### config.mk
export PLATFORM = sky130hd
export DESIGN_NAME = cia_cell
export DESIGN_NICKNAME = d
export VERILOG_FILES = /design/src/rtl/cia_pkg.sv /design/src/rtl/cia_cell.sv
export SDC_FILE = /design/constraint.sdc
export NUM_CORES = 1
export LEC_CHECK = 0
export BUFFER_PORTS_ARGS = -buffer_cell sky130_fd_sc_hd__buf_2
export CORE_AREA = 2 2 207 209
export CTS_CLUSTER_SIZE = 14
export DETAILED_ROUTE_END_ITERATION = 7
export DIE_AREA = 0 0 209 211
export PLACE_DENSITY = 0.87
export RECOVER_POWER = 100
export SLEW_MARGIN = 20
export SYNTH_ARGS = -nofsm -noshare
export SYNTH_HDL_FRONTEND = slang
export SYNTH_SLANG_ARGS = --single-unit
### constraint.sdc
create_clock -name clk -period 1.75 [get_ports clk]
set_input_delay 0.175 -clock clk [delete_from_list [all_inputs] [get_ports clk]]
set_output_delay 0.175 -clock clk [all_outputs]
set_load 0.02 [all_outputs]
### src/rtl/cia_pkg.sv
// Shared types and constants for the checked integer ALU.
package cia_pkg;

    localparam int INT_BITS = 64;

    localparam logic [2:0] FUNC_ADD = 3'd0;
    localparam logic [2:0] FUNC_SUB = 3'd1;
    localparam logic [2:0] FUNC_MUL = 3'd2;
    localparam logic [2:0] FUNC_DIV = 3'd3;
    localparam logic [2:0] FUNC_NEG = 3'd4;

    localparam logic [1:0] ERR_NONE = 2'd0;
    localparam logic [1:0] ERR_OVF  = 2'd1;
    localparam logic [1:0] ERR_DIV0 = 2'd2;

    localparam logic [INT_BITS-1:0] WSIGN = {1'b1, {(INT_BITS-1){1'b0}}};
    localparam logic [INT_BITS-1:0] WMAX  = {1'b0, {(INT_BITS-1){1'b1}}};

    // Work carried from cell to cell. One cell retires one bit of the
    // multiplier or one quotient bit of the divider.
    typedef struct packed {
        logic                  valid;
        logic [2:0]            func;
        logic                  neg;       // result sign flip for mul/div
        logic [1:0]            err;       // error already known at entry
        logic [INT_BITS-1:0]   quick;     // add/sub/neg result
        logic [INT_BITS-1:0]   ma;        // multiplicand magnitude or divisor
        logic [INT_BITS-1:0]   mb;        // multiplier bits / dividend bits
        logic [INT_BITS:0]     acc;       // product or partial remainder
        logic                  ovf;       // multiply overflow seen so far
    } cia_work_t;

endpackage

### src/rtl/cia_cell.sv
// One cell of the chain: one shift-add multiply step or one restoring divide step.
module cia_cell (
    input  logic               clk,
    input  logic               rst_n,
    input  logic               en,
    input  cia_pkg::cia_work_t work_in,
    output cia_pkg::cia_work_t work_out
);
    import cia_pkg::*;

    cia_work_t work_reg;
    cia_work_t work_next;

    logic [INT_BITS:0]   psum;
    logic [INT_BITS:0]   rem_sh;
    logic [INT_BITS:0]   rem_sub;

    // Multiply works from the top bit of mb down: acc = 2*acc + bit*ma.
    // Once acc exceeds WMAX the product can only grow, so flag and saturate.
    assign psum = {work_in.acc[INT_BITS-1:0], 1'b0} +
                  (work_in.mb[INT_BITS-1] ? {1'b0, work_in.ma} : '0);
    assign rem_sh  = {work_in.acc[INT_BITS-1:0], work_in.mb[INT_BITS-1]};
    assign rem_sub = rem_sh - {1'b0, work_in.ma};

    always_comb
    begin
        work_next    = work_in;
        work_next.mb = {work_in.mb[INT_BITS-2:0], 1'b0};
        case (work_in.func)
            FUNC_MUL:
            begin
                if (work_in.ovf || work_in.acc[INT_BITS] ||
                    work_in.acc[INT_BITS-1] || psum > {1'b0, WMAX})
                begin
                    work_next.ovf = 1'b1;
                    work_next.acc = {1'b1, {INT_BITS{1'b0}}};
                end
                else
                    work_next.acc = psum;
            end
            FUNC_DIV:
            begin
                // acc holds the remainder; quotient bits enter quick from below.
                work_next.quick = {work_in.quick[INT_BITS-2:0], !rem_sub[INT_BITS]};
                work_next.acc   = rem_sub[INT_BITS] ? rem_sh : rem_sub;
            end
            default:
            begin
                work_next.mb = work_in.mb;
            end
        endcase
    end

    always_ff @(posedge clk or negedge rst_n)
    begin
        if (!rst_n)
            work_reg <= '0;
        else if (en)
            work_reg <= work_next;
    end

    assign work_out = work_reg;
endmodule

==> metrics.txt, run 1 <==
status aborted with a tool error; xor and xnor area share after synthesis 0.0476; largest family of logic cells by synthesized area compound AO/OA/AOI/OAI gates; overall routing resource usage 0.586; Max clock buf depth 3; adder-cell area share of the yosys netlist 0.0810; mapped cell area 20400 um^2; I/O Buffers 532; first-pass GRT wire length 191000 um; First Err [ERROR GRT-0116] Global routing finished with congestion. Check the congestion regions in the DRC Viewer.; Final Wtd Congestion 1.03; Avg Inst Size Synth 7.81 um^2; sequential share of the synthesized area 0.325; Post-synth EDFFs 0; Root Driver clkbuf_16; Netlist cell types 85; clock sink total 265; H-tree depth 1; pre-CTS setup slack -2.97 ns; simple-gate share of the synthesized area 0.203; die width 209 um; largest net degree at the start of global routing 81; share of the synthesized area in the top cell type 0.325; vias in the first global route 31000; most common cell in the netlist nand2_1; hpwl dp 66800 um; syn_nets 3012; Exit stage global routing (5_1_grt); Die Y 211 um; Synth area leaders dfrtp_1 (32%), nand2_1 (8.5%), ha_1 (7.9%); most common library cells after synthesis nand2_1 (461), nor2_1 (348), dfrtp_1 (265); #FFs+latches synth 265; CTS buffer count 30; post-synthesis mux area share 0.0574; Ports 533; Mapped Cells 2613; ys async rst share 1.00; compound-gate portion of the synthesized area 0.235; gr ovfl total 5; Post-synth top flop dfrtp_1; cell taking the most area after synthesis dfrtp_1; num rows 75; starting density of the core 0.489; yosys warns 0
## repair_timing
item                       CTS
hold endpoints to repair   470
hold buffers               252
gates resized for setup     85
pin swaps                   58
buffers inserted            25
setup endpoints to repair   67
gates cloned                12
## metal layers
layer  GRT overflow  track usage
met5              0        0.169
met3              2        0.439
met1              0        0.604
met4              3        0.487
met2              0        0.766
## kinds of logic after synthesis
kind of cell    after synthesis
buf+inv                     266
mux                         107
compound gates              748
fa+ha+maj                   131
flops                       265
xor+xnor                    111
simple gates                985
## through the flow
stage,hold slack [ns],area (um^2),util,cells
after floorplan,-0.121,20700,-,2613
after global placement,0.0625,28500,0.682,4175
after detailed placement,0.0529,28500,0.682,4175
after CTS,0.00329,33000,0.789,4517
==> run 2: changes to the inputs <==
--- a/config.mk
+++ b/config.mk
@@ -6,11 +6,10 @@
 export NUM_CORES = 1
 export LEC_CHECK = 0
 export BUFFER_PORTS_ARGS = -buffer_cell sky130_fd_sc_hd__buf_2
-export CORE_AREA = 2 2 207 209
-export CTS_CLUSTER_SIZE = 14
+export CORE_MARGIN = 2
+export CORE_UTILIZATION = 40
 export DETAILED_ROUTE_END_ITERATION = 7
-export DIE_AREA = 0 0 209 211
-export PLACE_DENSITY = 0.87
+export PLACE_DENSITY_LB_ADDON = 0.15
 export RECOVER_POWER = 100
 export SLEW_MARGIN = 20
 export SYNTH_ARGS = -nofsm -noshare
==> run 2 against run 1 <==
The flow now finishes, with violations (negative setup slack). Synthesized cell count did not move. Synthesized area did not move.
==> metrics.txt, run 2 <==
period utilisation layout 2.14; crit path kind input pin to flip-flop; Final Non-Filler Cells 4678; post-synthesis mux area share 0.0574 (unchanged); overall routing resource usage 0.345; iteration-0 DRC count of the detailed router 2027; Final Wtd Congestion 0.975 (-5.8%); Die Y 230 um (+9.0%); Post-synth top flop dfrtp_1; failing checks negative setup slack; Die ar. 52900 um^2; minimum clock period 3.74 ns; Final Hold Violating Endpoints 0; synth-to-layout area growth 61.6%; gr ovfl total 0; Placed Cells 4336 (+3.9%); CTS tree yes; status complete, but fails checks; Routed Antenna Nets 0; Mapped Cells 2613 (unchanged); commonest non-fill, non-tap cell in the layout buf_4; critical path peak fanout 7; H-tree depth 2 (+1); Slew Limit Fails 0; vias in the first global route 25700; Layout Skew 0 ns; Worst EP required 2.19 ns; Final Routed Wirelength 94700 um; Worst Hold Launch en; num rows 82 (+9.3%); hpwl dp 71500 um (+7.0%); Setup crit start kind input pin; first-pass GRT wire length 144000 um; largest family of logic cells by synthesized area compound AO/OA/AOI/OAI gates; RSZ-0062 raised after global routing true; compound-gate portion of the synthesized area 0.235 (unchanged); drt wl/cell 20.2 um; yosys warns 0 (unchanged); # setup viols final 129; most common cell in the netlist nand2_1; I/O Buffers 532 (unchanged); Worst Hold Depth 3; first drt pass iteration count 5; worst vdd ir 0.000729 V; starting density of the core 0.406 (-0.0828); crit path DAT 4.17 ns; most common library cells after synthesis nand2_1 (461), nor2_1 (348), dfrtp_1 (265); sequential share of the synthesized area 0.325 (unchanged); Power Density 761 nW/um^2; worst reg2reg startpoint work_out[223]; simple-gate share of the synthesized area 0.203 (unchanged); Peak Freq 0.267 GHz; reg2reg end work_out[223]; Worst path most repeated cell buf_12; syn_nets 3012 (unchanged); Ports 533 (unchanged); CTS clk-pin slew, worst paths 0.06 ns; CP delay by family, top compound AO/OA/AOI/OAI gates; Root Driver clkbuf_16; CP max-delay cell fa_2; Via density 5.45; Avg Inst Size Synth 7.81 um^2 (unchanged); Netlist cell types 85 (unchanged); CTS buffer count 36 (+20%); Crit path buffers/inverters 9; mapped cell area 20400 um^2 (unchanged); Post-synth EDFFs 0 (unchanged); peak per-stage delay on the critical path 0.34 ns; cell taking the most area after synthesis dfrtp_1; ys async rst share 1.00 (unchanged); r2r worst-path depth 3; # nets final 4375; #FFs+latches synth 265 (unchanged); placed cell area 29000 um^2 (+1.7%); Slew Limit Headroom 0.256; setup slack after layout -1.99 ns; DRC violations left 0; core area 50300 um^2; die width 230 um (+10%); adder-cell area share of the yosys netlist 0.0810 (unchanged); clk_lat worst skew 0.57 ns; share of the synthesized area in the top cell type 0.325 (unchanged); design area 33000 um^2; xor and xnor area share after synthesis 0.0476 (unchanged); Max clock buf depth 3 (unchanged); Slew @ Worst Pin 1.12 ns; commonest non-fill, non-tap cells in the layout buf_4 (659), nand2_1 (451), nor2_1 (340); static leakage 15.9 nW; crit end category flip-flop; largest net degree at the start of global routing 85; max reg flops 265; routed via count 25500; HP Class input pin to flip-flop; hold endpoint work_out[229]; fraction of layout cells with a size suffix above 1 0.307; initial antenna violation count 5; Synth area leaders dfrtp_1 (32%), nand2_1 (8.5%), ha_1 (7.9%); number of max-cap violations 0; reg2reg setup slack 0.42 ns; clock sink total 265 (unchanged)
## run 2: cell counts after synthesis
No cell type changed its count.
## run 2: power by group
| part | internal (W) | switching, W | total [W] |
|---|---|---|---|
| clock network | 0.00472 | 0.00321 | 0.00793 |
| logic | 0.00446 | 0.00541 | 0.00988 |
| registers | 0.00679 | 0.000498 | 0.00729 |
## run 2: stage by stage
stage	TNS, ns	utilization	total power, W	worst slack [ns]	hold slack (ns)
floorplan	-148.31	-	0.0119	-2.33	-0.121
global placement	-181.92	0.576	0.0162	-2.85	0.0970
detailed placement	-187.81	0.576	0.0163	-2.94	0.0963
CTS	-131.10	0.660	0.0252	-2.06	0.00610
global route	-160.44	0.656	0.0262	-2.13	0.0227
finish	-138.84	0.656	0.0251	-1.99	0.0383
## run 2: cell families after synthesis
family | count (synthesis)
and+or+nand+nor | 985
AOI/OAI and AO/OA | 748
buffers and inverters | 266
DFF | 265
adders and majority gates | 131
xor gates and xnor gates | 111
muxes | 107
## run 2: layer usage
| layer | wire [um] | vias to the layer above | track usage |
|---|---|---|---|
| li1 | - | 12000 | - |
| met1 | 38100 | 12200 | 0.423 |
| met2 | 44700 | 1075 | 0.589 |
| met3 | 6330 | 238 | 0.0507 |
| met4 | 5500 | 4 | 0.175 |
| met5 | 27 | - | 0 |
## run 2: tightest hold or removal path: stages
cell and delay [ns]:
buf_8 0.17, nor2_1 0.16, a31oi_1 0.05
## run 2: how the worst max path moves through the flow
stage                  from      endpoint  slack [ns]  depth (start not counted)
2_1_floorplan  work_in[129]  work_out[23]       -2.33                         22
5_1_grt        work_in[129]  work_out[55]       -2.13                         28
4_1_cts        work_in[129]  work_out[58]       -2.06                         27
6_report       work_in[129]  work_out[61]       -1.99                         26
3_5_place_dp   work_in[129]  work_out[18]       -2.94                         24
3_3_place_gp   work_in[129]   work_out[8]       -2.85                         24
## run 2: cell type report
| class | instances | area (um^2) |
|---|---|---|
| Fill cell | 4444 | 17300 |
| Multi-Input combinational cell | 2082 | 13300 |
| Timing Repair Buffer | 1492 | 10600 |
| Sequential cell | 265 | 6630 |
| Clock buffer | 43 | 967 |
| Tap cell | 672 | 841 |
| Inverter | 99 | 388 |
| Clock inverter | 20 | 267 |
| Antenna cell | 5 | 12.5 |
## run 2: what timing repair did
item                                    CTS  global route
setup buffers                            14            14
pin swaps                                60            33
hold buffers                            248             0
gates resized for setup                  92            44
hold endpoints to repair                420             0
gates cloned                              3             2
endpoints found under the setup margin   67            67
No activity file was read; power rests on OpenSTA's default activity.
